### src/hw/rtl/adcr_pkg.sv
package adcr_pkg;

    localparam int NUM_CHANNELS = 16;
    localparam int RESULT_BITS  = 10;
    localparam int NREGS        = 23;
    localparam int LEVEL_W      = 18;
    localparam int COUNT_W      = 12;
    localparam int CH_W         = 4;
    localparam int OFS_W        = 5;

    typedef enum logic [1:0] {
        OP_READ  = 2'd0,
        OP_WRITE = 2'd1,
        OP_TICK  = 2'd2,
        OP_LEVEL = 2'd3
    } op_t;

    localparam logic [OFS_W-1:0] OFS_CTRLC    = 5'h02;
    localparam logic [OFS_W-1:0] OFS_MUXPOS   = 5'h06;
    localparam logic [OFS_W-1:0] OFS_HOLE_A   = 5'h07;
    localparam logic [OFS_W-1:0] OFS_COMMAND  = 5'h08;
    localparam logic [OFS_W-1:0] OFS_INTCTRL  = 5'h0A;
    localparam logic [OFS_W-1:0] OFS_INTFLAGS = 5'h0B;
    localparam logic [OFS_W-1:0] OFS_TEMP     = 5'h0D;
    localparam logic [OFS_W-1:0] OFS_HOLE_B   = 5'h0E;
    localparam logic [OFS_W-1:0] OFS_HOLE_C   = 5'h0F;
    localparam logic [OFS_W-1:0] OFS_RESL     = 5'h10;
    localparam logic [OFS_W-1:0] OFS_RESH     = 5'h11;
    localparam logic [OFS_W-1:0] OFS_WINLTL   = 5'h12;
    localparam logic [OFS_W-1:0] OFS_WINLTH   = 5'h13;
    localparam logic [OFS_W-1:0] OFS_WINHTL   = 5'h14;
    localparam logic [OFS_W-1:0] OFS_WINHTH   = 5'h15;

    localparam logic [4:0] MUX_FULL = 5'h1C;
    localparam logic [4:0] MUX_HALF = 5'h1E;

    localparam logic signed [LEVEL_W-1:0] FULL_SCALE = 18'sd65536;
    localparam logic signed [LEVEL_W-1:0] HALF_SCALE = 18'sd32768;

    typedef struct packed {
        op_t                       operation;
        logic [OFS_W-1:0]          reg_offset;
        logic [7:0]                write_data;
        logic [CH_W-1:0]           channel;
        logic signed [LEVEL_W-1:0] level;
    } item_t;

    typedef struct packed {
        logic [7:0] read_data;
        logic       bad_offset;
        logic       irq_withdraw;
        logic       conversion_done;
    } result_t;

    // Countdown for prescale P = 2 << code: P/2 + 2 + 13*P = (27 << code) + 2.
    function automatic logic [COUNT_W-1:0] countdown_load(input logic [2:0] code);
        return (COUNT_W'(27) << code) + COUNT_W'(2);
    endfunction

    function automatic logic [RESULT_BITS-1:0] quantize(
        input logic signed [LEVEL_W-1:0] lv
    );
        logic [RESULT_BITS-1:0] q;
        if (lv >= FULL_SCALE) begin
            q = '1;
        end
        else if (lv <= 18'sd0) begin
            q = '0;
        end
        else begin
            q = lv[15 -: RESULT_BITS];
        end
        return q;
    endfunction

endpackage

### src/hw/rtl/adcr_in_stage.sv
module adcr_in_stage
    import adcr_pkg::*;
(
    input  logic  clk,
    input  logic  rst_n,
    input  logic  in_valid,
    output logic  in_ready,
    input  item_t in_item,
    output logic  item_valid,
    input  logic  item_take,
    output item_t item
);

    logic  valid_reg;
    logic  valid_next;
    item_t item_reg;

    assign in_ready   = !valid_reg || item_take;
    assign valid_next = (in_valid && in_ready) || (valid_reg && !item_take);

    always_ff @(posedge clk or negedge rst_n)
    begin
        if (!rst_n)
        begin
            valid_reg <= 1'b0;
        end
        else
        begin
            valid_reg <= valid_next;
        end
    end

    always_ff @(posedge clk)
    begin
        if (in_valid && in_ready)
        begin
            item_reg <= in_item;
        end
    end

    assign item_valid = valid_reg;
    assign item       = item_reg;

endmodule

### src/hw/rtl/adcr_core.sv
module adcr_core
    import adcr_pkg::*;
(
    input  logic    clk,
    input  logic    rst_n,
    input  logic    fire,
    input  item_t   item,
    output result_t result
);

    logic [7:0]                bytes_reg  [NREGS];
    logic [7:0]                bytes_next [NREGS];
    logic signed [LEVEL_W-1:0] levels_reg  [NUM_CHANNELS];
    logic signed [LEVEL_W-1:0] levels_next [NUM_CHANNELS];
    logic [COUNT_W-1:0]        count_reg;
    logic [COUNT_W-1:0]        count_next;
    logic [COUNT_W-1:0]        count_dec;
    logic                      busy_reg;
    logic                      busy_next;

    logic                      mapped;
    logic [4:0]                mux_code;
    logic signed [LEVEL_W-1:0] sel_level;
    logic [RESULT_BITS-1:0]    conv;
    logic [15:0]               conv_wide;
    logic [OFS_W-1:0]          ofs;

    assign ofs    = item.reg_offset;
    assign mapped = (5'(NREGS) > ofs) && (ofs != OFS_HOLE_A) &&
                    (ofs != OFS_HOLE_B) && (ofs != OFS_HOLE_C);

    assign mux_code = bytes_reg[OFS_MUXPOS][4:0];

    always_comb
    begin
        if (mux_code < 5'(NUM_CHANNELS))
        begin
            sel_level = levels_reg[mux_code[CH_W-1:0]];
        end
        else if (mux_code == MUX_FULL)
        begin
            sel_level = FULL_SCALE;
        end
        else if (mux_code == MUX_HALF)
        begin
            sel_level = HALF_SCALE;
        end
        else
        begin
            sel_level = '0;
        end
    end

    assign conv      = quantize(sel_level);
    assign conv_wide = 16'(conv);
    assign count_dec = (count_reg != '0) ? count_reg - COUNT_W'(1) : count_reg;

    always_comb
    begin
        bytes_next  = bytes_reg;
        levels_next = levels_reg;
        count_next  = count_reg;
        busy_next   = busy_reg;
        result      = '0;

        if (fire)
        begin
            unique case (item.operation)
                OP_READ:
                begin
                    if (!mapped)
                    begin
                        result.bad_offset = 1'b1;
                    end
                    else
                    begin
                        priority if (ofs == OFS_RESL)
                        begin
                            bytes_next[OFS_INTFLAGS][0] = 1'b0;
                            result.irq_withdraw         = 1'b1;
                            bytes_next[OFS_TEMP]        = bytes_reg[OFS_RESH];
                            result.read_data            = bytes_reg[OFS_RESL];
                        end
                        else if (ofs == OFS_WINLTL)
                        begin
                            bytes_next[OFS_TEMP] = bytes_reg[OFS_WINLTH];
                            result.read_data     = bytes_reg[OFS_WINLTL];
                        end
                        else if (ofs == OFS_WINHTL)
                        begin
                            bytes_next[OFS_TEMP] = bytes_reg[OFS_WINHTH];
                            result.read_data     = bytes_reg[OFS_WINHTL];
                        end
                        else if (ofs == OFS_RESH || ofs == OFS_WINLTH ||
                                 ofs == OFS_WINHTH)
                        begin
                            result.read_data = bytes_reg[OFS_TEMP];
                        end
                        else
                        begin
                            result.read_data = bytes_reg[ofs];
                        end
                    end
                end
                OP_WRITE:
                begin
                    if (!mapped)
                    begin
                        result.bad_offset = 1'b1;
                    end
                    else
                    begin
                        // A start while busy reloads the countdown and abandons the old one.
                        if (ofs == OFS_COMMAND && item.write_data[0])
                        begin
                            count_next = countdown_load(bytes_reg[OFS_CTRLC][2:0]);
                            busy_next  = 1'b1;
                        end
                        if (ofs == OFS_INTCTRL && !item.write_data[0])
                        begin
                            result.irq_withdraw = 1'b1;
                        end
                        bytes_next[ofs] = item.write_data;
                    end
                end
                OP_TICK:
                begin
                    if (busy_reg)
                    begin
                        count_next = count_dec;
                        if (count_dec == '0)
                        begin
                            busy_next                   = 1'b0;
                            bytes_next[OFS_RESL]        = conv_wide[7:0];
                            bytes_next[OFS_RESH]        = conv_wide[15:8];
                            bytes_next[OFS_INTFLAGS][0] = 1'b1;
                            bytes_next[OFS_COMMAND][0]  = 1'b0;
                            result.conversion_done      = 1'b1;
                        end
                    end
                end
                OP_LEVEL:
                begin
                    if ({1'b0, item.channel} < 5'(NUM_CHANNELS))
                    begin
                        levels_next[item.channel] = item.level;
                    end
                end
                default:
                begin
                end
            endcase
        end
    end

    always_ff @(posedge clk or negedge rst_n)
    begin
        if (!rst_n)
        begin
            for (int i = 0; i < NREGS; i++)
            begin
                bytes_reg[i] <= '0;
            end
            for (int i = 0; i < NUM_CHANNELS; i++)
            begin
                levels_reg[i] <= '0;
            end
            count_reg <= '0;
            busy_reg  <= 1'b0;
        end
        else
        begin
            bytes_reg  <= bytes_next;
            levels_reg <= levels_next;
            count_reg  <= count_next;
            busy_reg   <= busy_next;
        end
    end

endmodule

### src/hw/rtl/adc_registers_with_timed_conversion.sv
// Register interface of a 10-bit converter. Each transaction is a byte read, a byte write,
// one peripheral clock tick or a new level for an analog channel, and each gives exactly one
// result transaction. The block sustains one transaction per cycle while the output is not
// stalled. An input transaction is taken into the input register; once the result register
// is free, the execute logic updates the register bytes, channel levels and conversion
// countdown and loads the result register, which offers the result. A stalled output holds the
// result register, and the input is held off once the input register is also full. A start
// written to COMMAND converts after (27 << CTRLC[2:0]) + 2 tick transactions.
module adc_registers_with_timed_conversion
    import adcr_pkg::*;
(
    input  logic                      clk,
    input  logic                      rst_n,
    input  logic                      in_valid,
    output logic                      in_ready,
    input  logic [1:0]                operation,
    input  logic [OFS_W-1:0]          reg_offset,
    input  logic [7:0]                write_data,
    input  logic [CH_W-1:0]           channel,
    input  logic signed [LEVEL_W-1:0] level,
    output logic                      out_valid,
    input  logic                      out_ready,
    output logic [7:0]                read_data,
    output logic                      bad_offset,
    output logic                      irq_withdraw,
    output logic                      conversion_done
);

    item_t   in_item;
    item_t   item;
    logic    item_valid;
    logic    fire;
    result_t result;
    result_t result_reg;
    logic    out_valid_reg;
    logic    out_free;

    assign in_item.operation  = op_t'(operation);
    assign in_item.reg_offset = reg_offset;
    assign in_item.write_data = write_data;
    assign in_item.channel    = channel;
    assign in_item.level      = level;

    assign out_free = !out_valid_reg || out_ready;
    assign fire     = item_valid && out_free;

    adcr_in_stage u_in_stage (
        .clk        (clk),
        .rst_n      (rst_n),
        .in_valid   (in_valid),
        .in_ready   (in_ready),
        .in_item    (in_item),
        .item_valid (item_valid),
        .item_take  (fire),
        .item       (item)
    );

    adcr_core u_core (
        .clk    (clk),
        .rst_n  (rst_n),
        .fire   (fire),
        .item   (item),
        .result (result)
    );

    always_ff @(posedge clk or negedge rst_n)
    begin
        if (!rst_n)
        begin
            out_valid_reg <= 1'b0;
        end
        else if (out_free)
        begin
            out_valid_reg <= fire;
        end
    end

    always_ff @(posedge clk)
    begin
        if (fire)
        begin
            result_reg <= result;
        end
    end

    assign out_valid       = out_valid_reg;
    assign read_data       = result_reg.read_data;
    assign bad_offset      = result_reg.bad_offset;
    assign irq_withdraw    = result_reg.irq_withdraw;
    assign conversion_done = result_reg.conversion_done;

endmodule

### config.mk
export PLATFORM = sky130hd
export DESIGN_NAME = adc_registers_with_timed_conversion
export DESIGN_NICKNAME = d
export VERILOG_FILES = /design/src/hw/rtl/adcr_pkg.sv /design/src/hw/rtl/adcr_in_stage.sv /design/src/hw/rtl/adcr_core.sv /design/src/hw/rtl/adc_registers_with_timed_conversion.sv
export SDC_FILE = /design/constraint.sdc
export NUM_CORES = 1
export LEC_CHECK = 0
export BUFFER_PORTS_ARGS = -buffer_cell sky130_fd_sc_hd__buf_2
export CORE_MARGIN = 1.5
export CORE_UTILIZATION = 40
export DETAILED_ROUTE_END_ITERATION = 8
export HOLD_SLACK_MARGIN = 0.12
export PLACE_DENSITY = 0.57
export RECOVER_POWER = 25
export SKIP_CTS_REPAIR_TIMING = 1
export SLEW_MARGIN = 20
export SYNTH_ARGS = -nofsm -noshare
export SYNTH_HDL_FRONTEND = slang
export SYNTH_SLANG_ARGS = --single-unit
### constraint.sdc
create_clock -name clk -period 5 [get_ports clk]
set_clock_uncertainty 0.1 [all_clocks]
set_input_delay 0 -clock clk [delete_from_list [all_inputs] [get_ports clk]]
set_output_delay 0 -clock clk [all_outputs]
set_load 0.02 [all_outputs]
Word level (Yosys, flattened, before mapping) --
Index checks and enable logic that the tools add are counted.
Storage, ports and cells: register bits after elaboration 535, input port bits 41, output and inout bits 13, word-level logic and storage cells 181
Cells by class: add/sub/neg operators 2, magnitude comparators 9, eq/ne operators 23, shift-type cells 1, multiplexer cells 55, bitwise operators 3, reduce and logical (&&, ||, !) cells 34
Operators by type and width (count):
- 288-bit bitwise mux | 1
- 184-bit bitwise mux | 1
- 113-bit 2-to-1 mux | 1
- 18-bit 2-to-1 mux | 5
- 8-bit 2-to-1 mux | 11
- 18-bit binary-select mux with 4-bit select | 1
- 18-bit demux with 4-bit select | 1
- 12-bit 2-to-1 mux | 4
- 16-bit 2-to-1 mux | 3
- 8-bit binary-select mux with 5-bit select | 1
- 8-bit demux with 5-bit select | 1
- 5-bit equality test (second input constant) | 8
- 16-bit one-hot mux with 2 select lines | 1
- 12-bit one-hot mux with 2 select lines | 1
- 10-bit 2-to-1 mux | 2
- 18-bit greater-or-equal comparator (second input constant) | 1
- 18-bit by 1-bit less-or-equal comparator with 1-bit output (second input constant) | 1
- 1-bit 2-to-1 mux | 16
- 8-bit one-hot mux with 2 select lines | 1
- 5-bit AND reduction | 3
- 12-bit by 3-bit adder with 12-bit output (second input constant) | 1
- 12-bit logical NOT | 1
- 2-bit by 1-bit != test with 1-bit output (second input constant) | 6
- 12-bit nonzero test | 1
- other kinds (29) | 54

Logic depth before layout (Yosys ltp) --
Gate-level depths: netlist of the first run.
depth in word-level cells 11, gate-level depth with buffers 11, gate-level depth less buffers 11

By module --
Synthesis of the first run repeated with hierarchy kept, for this count alone.
Unflattened totals: cell total of the unflattened synthesis 1510, area total of the unflattened synthesis 20601.0 µm²
By module, submodules not included:
- adcr_core | times used 1, cells each 1454, area an instance 19062.0 µm², seq. area each 9734.3 µm²
- adcr_in_stage | times used 1, cells each 41, area an instance 1164.9 µm², seq. area each 1136.1 µm²
- adc_registers_with_timed_conversion | times used 1, cells each 15, area an instance 374.1 µm², seq. area each 355.3 µm²

Worst setup path after synthesis of the first run --
No wires, ideal clock.
path kind flip-flop to flip-flop, start register u_core.count_reg[0], end register u_core.bytes_reg[48] in the netlist's numbering, library setup time 0.125 ns, data arrival time 2.791 ns, required time 4.775 ns, path slack 1.983 ns, stages on the path, launching flop included 11, path buffers 1, period minus slack after synthesis 3.017 ns, path through dfrtp_1 -> inv_1 -> ha_1 -> nor4b_4 -> nand4_1 -> a211o_1 -> nor4b_4 -> nand4_2 -> a221o_1 -> buf_6 -> mux2_4
On the way: cells in the longest elaborated chain, start to end 5, elaborated cells between the ends (all ways) 6, those cells by class add/sub: 1; eq/ne: 1; mux: 1; reduce/logical: 3
Ends and longest elaborated chain:
- start, declared | line adcr_core.sv:15 | logic [COUNT_W-1:0] count_reg;
- start signal, assigned | line adcr_core.sv:175 | count_reg <= count_next;
- 12-bit by 1-bit subtractor with 12-bit output or 12-bit nonzero test (tied branches) | line adcr_core.sv:56 | assign count_dec = (count_reg != '0) ? count_reg - COUNT_W'(1) : count_reg;
- 12-bit 2-to-1 mux (*) | line adcr_core.sv:56
- 12-bit logical NOT (*) | line adcr_core.sv:131 | if (count_dec == '0)
- 2-bit by 1-bit != test with 1-bit output (no source line) (*)
- 5-bit AND reduction (no source line) (*)
- end signal, assigned | line adcr_core.sv:173 | bytes_reg <= bytes_next;
- end, declared | line adcr_core.sv:11 | logic [7:0] bytes_reg [NREGS];
Every way passes the cells marked *; elsewhere a longest branch is shown, timed or not. A chain may end at the register's enable or synchronous reset.

Final worst setup path of the first run --
Ends and elaborated chain as after synthesis.

==> results_dict.tcl, run 1 <==
set metrics [dict create \
    status "finished with violations" \
    violations "capacitance limit, slew limit" \
    final.period_utilization_pct 70.0 \
    worstRegToRegCells 9 \
    tightestPinTransition_ns 2.40 \
    syn_area_per_cell_um2 14.0 \
    synth_seq_cells 433 \
    yosys_warnings 0 \
    initial_core_utilization_pct 40.6 \
    max-clock-path-buffers 3 \
    clock_tree.htree_level_count 2 \
    wl_um 51500 \
    worst_slew_margin_rel_pct -59.9 \
    post-dp-hpwl_um 32400 \
    drc 0 \
    detailedRoute.firstPassIterationCount 5 \
    io-pin-count 54 \
    synth_top_area_share_pct 47.9 \
    fin_worst_hold_slack_ns 0.221 \
    worst_slack_ns 1.50 \
    numCtsBuffers 48 \
    num_vias 12600 \
    power.density_nw_per_um2 378 \
    irDropWorstVdd_v 0.000272 \
    layout_commonest_cell "dfrtp_1" \
    synth_sequential_area_ratio_pct 54.1 \
    synth_flop_cell "dfrtp_1" \
    grt_overflow_total 0 \
    share_of_final_layout_standard_cells_stronger_than_drive_strength_1_pct 38.0 \
    max_cap_viol_count 2 \
    clk-insertion-delay-late_ns 0.58 \
    finalWorstPathRequiredPeriod_ns 3.50 \
    num_rows 82 \
    cts_root_buffer "clkbuf_16" \
    initialDrtViolationCount 954 \
    gpl.final_weighted_congestion 0.834 \
    grt_setup_unrepaired "false" \
    io_buffer_count 47 \
    crit_path_end_kind "register" \
    global_route_usage_over_all_layers_pct 19.9 \
    synthesis.area_um2 20400 \
    syn_inst 1460 \
    grt_start_max_net_pins 157 \
    cts_tree "done" \
    timing.rr.start "u_core.count_reg[0]" \
    cell_types_with_the_largest_area_share_after_synthesis "dfrtp_1 (48%), mux2_2 (19%), mux4_2 (11%)" \
    rrSetupSlack_ns 1.50 \
    cts.sinks 433 \
    die_y_um 229 \
    hold_class "input port to register" \
    grt_antenna_before_repair 0 \
    layout.filler_cells 4490 \
    clkSlewWorstSetupHoldPaths_ns 0.06 \
    worst-endpoint-required_ns 5.35 \
    crit_start "u_core.count_reg[0]" \
    fin_nets 1588 \
    worstSetupStartpointType "register" \
    report.final.setup_viol 0 \
    first_global_vias 12800 \
    pre_cts_slack_ns 1.47 \
    dr_vias_cell 5.61 \
    synth-edff-count 42 \
    yosysTopAreaCell "dfrtp_1" \
    r2r_end "u_core.bytes_reg[48]" \
    criticalPathCategory "register to register" \
    async_reset_ff_share_pct 90.3 \
    die_footprint_um2 52400 \
    synth_fp_nets 1512 \
    critPathMaxFanout 8 \
    diodes 0 \
    fin_setup_tns_ns 0 \
    synth_cell_types 62 \
    floorplan.core_area_um2 50300 \
    routed_wire_length_per_instance_um 22.9 \
    floorplan.die.width_um 229 \
    final_max_slew_viol_count 253 \
    syn_to_final_growth_pct 14.9 \
    flip_flop_count_of_the_largest_register_after_layout 192 \
    report.final.hold_viol_count 0 \
    max_freq_mhz 286 \
    crit_end "u_core.bytes_reg[48]" \
    global_route_wire_length_before_repair_um 79900 \
    route.antenna.remaining_nets 0 \
    power.static_leakage_nw 10.3 \
    final_cell_mix "dfrtp_1 (388), mux2_2 (337), mux4_2 (96), nor2_1 (79), dlygate4sd3_1 (68)" \
    critPathArrivalTime_ns 3.86 \
]
==> cells in the mapped netlist, drive strengths merged, types with 6 or more instances <==
| library cell | n |
|---|---|
| dfrtp | 391 |
| mux2 | 346 |
| clkbuf | 100 |
| mux4 | 96 |
| nor2 | 83 |
| nand2 | 44 |
| edfxtp | 42 |
| a21oi | 39 |
| o21ai | 36 |
| nand3 | 34 |
| buf | 25 |
| inv | 21 |
| nor3 | 21 |
| mux2i | 19 |
| o211ai | 19 |
| nand2b | 17 |
| a221o | 12 |
| ha | 11 |
| a311oi | 9 |
| a22o | 8 |
| a31oi | 7 |
| nand3b | 7 |
| nor2b | 7 |
| nor3b | 6 |
==> report_power, final <==
group	switching [mW]	internal, mW
Combinational	0.530	0.655
Sequential	0.354	3.95
Clock	1.41	1.96
Total	2.30	6.57
==> worst max-delay path: stages (launching register included) <==
cell and delay, ns:
dfrtp_1 0.42, inv_1 0.11, ha_1 0.29, nor4b_4 0.43
nand4_1 0.15, a211o_1 0.36, nor4b_4 0.33, nand4_2 0.24
a221o_1 0.60, mux2_4 0.36
==> how the worst min path moves through the flow <==
stage / depth (start not counted) / endpoint / slack (ns) / start
global placement: 1 / u_core.count_reg[10] / -0.04 / rst_n
global route: 4 / out_valid / 0.24 / out_ready
floorplan: 0 / out_valid / -0.40 / rst_n
CTS: 1 / u_core.count_reg[10] / -0.66 / rst_n
finish: 4 / out_valid / 0.22 / out_ready
detailed placement: 1 / u_core.count_reg[10] / -0.03 / rst_n
==> stage by stage <==
step,power [mW],std cells,area (µm²),util (%)
4_1_cts,8.92,2176,22800,45.4
5_1_grt,9.27,2245,23400,46.6
6_report,8.87,2245,23400,46.6
3_5_place_dp,5.52,2089,21300,42.4
2_1_floorplan,5.11,1460,20400,-
3_3_place_gp,5.47,2089,21300,42.4
==> final cells by class <==
| cell class | instances | area [µm²] | area share, % |
|---|---|---|---|
| Clock buffer | 77 | 1400 | 5.98 |
| Clock inverter | 10 | 82.6 | 0.352 |
| Inverter | 21 | 78.8 | 0.336 |
| Multi-Input combinational cell | 881 | 8820 | 37.6 |
| Sequential cell | 433 | 11000 | 47.1 |
| Tap cell | 672 | 841 | 3.59 |
| Timing Repair Buffer | 151 | 1170 | 5.01 |
==> metal layers <==
layer,track usage (%),up-vias,routed length (µm)
li1,-,5592,-
met1,28.1,6631,23400
met2,31.2,302,24200
met3,3.83,79,2650
met4,5.94,0,1250
met5,0,-,0
==> cell families after synthesis <==
group / Yosys count / synth area share (%)
multiplexers: 461 / 30.8
AND/OR/NAND/NOR: 247 / 6.22
buffers and inverters: 146 / 2.83
adder cells (fa/ha/maj): 11 / 0.674
flip-flops: 433 / 54.1
XOR/XNOR: 3 / 0.129
AO/OA/AOI/OAI: 159 / 5.25
Note: power is estimated with default switching activity, not from simulation.
==> inputs of run 2 (changes only) <==
--- a/config.mk
+++ b/config.mk
@@ -5,12 +5,13 @@
 export SDC_FILE = /design/constraint.sdc
 export NUM_CORES = 1
 export LEC_CHECK = 0
+export ABC_AREA = 1
 export BUFFER_PORTS_ARGS = -buffer_cell sky130_fd_sc_hd__buf_2
 export CORE_MARGIN = 1.5
 export CORE_UTILIZATION = 40
 export DETAILED_ROUTE_END_ITERATION = 8
 export HOLD_SLACK_MARGIN = 0.12
-export PLACE_DENSITY = 0.57
+export PLACE_DENSITY = 0.59
 export RECOVER_POWER = 25
 export SKIP_CTS_REPAIR_TIMING = 1
 export SLEW_MARGIN = 20
==> constraint.sdc (replaced) <==
create_clock -name clk -period 2.8 [get_ports clk]
set_clock_uncertainty 0.1 [all_clocks]
set_input_delay 0 -clock clk [delete_from_list [all_inputs] [get_ports clk]]
set_output_delay 0 -clock clk [all_outputs]
set_load 0.02 [all_outputs]
==> run 2 against run 1 <==
  * The flow still finishes with violations (capacitance limit, slew limit)
  * Global-route usage is 2.8 points higher
  * Routed wire length grew 43%
  * Via count grew 69%
  * Fmax is 34% higher
  * Sequential power is 130% higher
  * First-iteration DRC count is 110% higher
  * Cell count rose by 80%
==> results_dict.tcl, run 2 <==
set metrics [dict create \
    hold_class "input port to register" \
    post-dp-hpwl_um 46600 \
    die_footprint_um2 64600 \
    flip_flop_count_of_the_largest_register_after_layout 288 \
    power.static_leakage_nw 13.6 \
    synth_sequential_area_ratio_pct 54.0 \
    final_cell_mix "nand2_1 (849), dfrtp_1 (485), o21ai_0 (412), inv_1 (320), nand3_1 (189)" \
    criticalPathCategory "register to register" \
    critPathArrivalTime_ns 3.01 \
    max_cap_viol_count 1 \
    most_numerous_cell_types_in_the_synthesized_netlist "nand2_1 (850), dfrtp_1 (487), o21ai_0 (412)" \
    initialDrtViolationCount 1998 \
    total_power_mw 21.9 \
    crit_path_end_kind "register" \
    synthesis.area_um2 25200 \
    final.period_utilization_pct 93.2 \
    worstHoldEndpoint "out_valid" \
    power.density_nw_per_um2 738 \
    worstRegToRegCells 15 \
    synth_xor_xnor_area_share_pct 0.347 \
    rrSetupSlack_ns 0.19 \
    report.final.setup_viol 0 \
    cts_tree "done" \
    violations "capacitance limit, slew limit" \
    route.antenna.remaining_nets 0 \
    grt_overflow_total 0 \
    clock_tree.htree_level_count 2 \
    num_rows 91 \
    global_route_wire_length_before_repair_um 115000 \
    finalWorstPathRequiredPeriod_ns 2.61 \
    grt_start_max_net_pins 104 \
    layout_commonest_cell "nand2_1" \
    fin_setup_tns_ns 0 \
    slowest_stage "buf_4" \
    layout.filler_cells 5939 \
    global_route_usage_over_all_layers_pct 22.7 \
    tightestPinTransition_ns 1.53 \
    report.final.hold_viol_count 0 \
    worst_slew_margin_rel_pct -2.10 \
    final_max_slew_viol_count 60 \
    numCtsBuffers 59 \
    io_buffer_count 53 \
    wl_um 73500 \
    max_freq_mhz 383 \
    diodes 0 \
    clkSlewWorstSetupHoldPaths_ns 0.06 \
    dr_vias_cell 5.26 \
    share_of_final_layout_standard_cells_stronger_than_drive_strength_1_pct 10.3 \
    dominant_combinational_cell_family_by_area_after_synthesis "simple AND/OR/NAND/NOR gates" \
    clk-insertion-delay-late_ns 0.63 \
    fin_nets 3208 \
    crit_chain "buf_4, nor2_1, buf_4, nand2_1, nand2_1, inv_1, nand2_1, a21oi_1, nand2_1, nor2_1, nand2_2, nand3_1, nand2_1, nand2_1, a21oi_1" \
    first_global_vias 20100 \
    post_synth_fa_ha_maj_area_fraction_pct 0.545 \
    syn_area_per_cell_um2 8.22 \
    cpPeakStageDelay_ns 0.37 \
    cts_root_buffer "clkbuf_16" \
    grt_setup_unrepaired "false" \
    critPathMaxFanout 21 \
    floorplan.die.width_um 254 \
    synth_top_area_share_pct 48.3 \
    max-clock-path-buffers 3 \
    detailedRoute.firstPassIterationCount 6 \
    drc 0 \
    syn_inst 3070 \
    die_y_um 254 \
    worst_hold_path_cells 5 \
    initial_core_utilization_pct 40.7 \
    synth_seq_cells 535 \
    cp_common_cell "nand2_1" \
    r2r_end "u_core.bytes_reg[41]" \
    synth_fp_nets 3122 \
    portion_of_netlist_area_occupied_by_mux_cells_pct 1.29 \
    num_vias 21300 \
    grt_antenna_before_repair 0 \
    io-pin-count 54 \
    synth_cell_types 49 \
    cell_types_with_the_largest_area_share_after_synthesis "dfrtp_1 (48%), nand2_1 (13%), o21ai_0 (8.2%)" \
    cts.sinks 535 \
    synth_simple_gate_area_share_pct 20.3 \
    synth_flop_cell "dfrtp_1" \
    final_standard_cell_utilization_of_the_core_pct 47.8 \
    floorplan.core_area_um2 62100 \
    timing.rr.start "u_core.bytes_reg[130]" \
    synth-compound-area-share_pct 15.1 \
    gpl.final_weighted_congestion 0.965 \
    yosys_warnings 0 \
    routed_wire_length_per_instance_um 18.2 \
    worstSetupStartpointType "register" \
    worst_hold_startpoint "out_ready" \
    post-synth-top-count-cell "nand2_1" \
    worst-endpoint-required_ns 3.20 \
    status "finished with violations" \
    yosysTopAreaCell "dfrtp_1" \
    async_reset_ff_share_pct 91.0 \
    irDropWorstVdd_v 0.000585 \
    synth-edff-count 48 \
    syn_to_final_growth_pct 17.5 \
]
run 2: cell types whose count changed after synthesis, sizes merged, moves of 36 or more:
| cell | change |
|---|---|
| clkbuf | +53 |
| buf | +36 |
| mux2 | -317 |
| nor2 | +86 |
| inv | +311 |
| nand2 | +810 |
| a21oi | +97 |
| o21ai | +386 |
| dfrtp | +96 |
| nand3 | +158 |
| mux4 | -96 |
run 2: kinds of logic after synthesis:
group                    after synthesis
AND/OR/NAND/NOR                     1248
AO/OA/AOI/OAI                        686
buffers and inverters                551
flip-flops                           535
multiplexers                          29
adder cells (fa/ha/maj)               11
XOR/XNOR                              10
run 2: area by class of cell:
class                      count  area [µm²]  share of cell area [%]
clock buffer                  92        1780                    6.01
clock inverter                15         269                   0.907
inverter                     337        1270                    4.27
multi-input combinational   1984        9580                    32.3
sequential                   535       13600                    46.0
tap                          837        1050                    3.53
timing repair buffer         239        2080                    7.02
run 2: power by group:
group          switching, mW  internal, mW  leakage (nW)
registers              0.708          9.16          6.32
logic                   2.45          1.40          6.29
clock network           3.27          4.92          1.01
run 2: worst max-delay path by stage:
stage / slack, ns / startpoint / cells past startpoint / end
detailed placement: 0.11 / u_core.count_reg[0] / 13 / u_core.bytes_reg[112]
CTS: 0.1 / u_core.count_reg[0] / 13 / u_core.bytes_reg[112]
finish: 0.19 / u_core.bytes_reg[130] / 15 / u_core.bytes_reg[41]
floorplan: 0.51 / out_valid / 8 / u_core.levels_reg[238]
global placement: 0.20 / u_core.count_reg[0] / 13 / u_core.bytes_reg[112]
global route: 0.03 / u_core.bytes_reg[130] / 15 / u_core.bytes_reg[41]
run 2: worst max-delay path, delay by kind of cell (launching register included):
family / cells / cell delay, ns
flops: 1 / 0.36
compound gates: 2 / 0.30
buf+inv: 3 / 0.66
simple gates: 10 / 1.04
run 2: layer usage:
layer / wire [µm] / vias to the layer above / track usage [%]
met2: 33900 / 760 / 36.5
met1: 33000 / 10200 / 31.7
met3: 4530 / 151 / 3.30
met5: 0 / - / 0
li1: - / 10100 / -
met4: 2130 / 0 / 6.97
run 2: metrics by stage:
stage / std cells / instance area [µm²] / setup slack [ns] / hold slack (ns)
after CTS: 3956 / 28900 / 0.0985 / -0.776
after detailed placement: 3849 / 26800 / 0.109 / -0.112
after global routing: 4039 / 29700 / 0.0271 / 0.142
after global placement: 3849 / 26800 / 0.196 / -0.112
final: 4039 / 29700 / 0.191 / 0.0918
after floorplan: 3070 / 25200 / 0.507 / -0.396
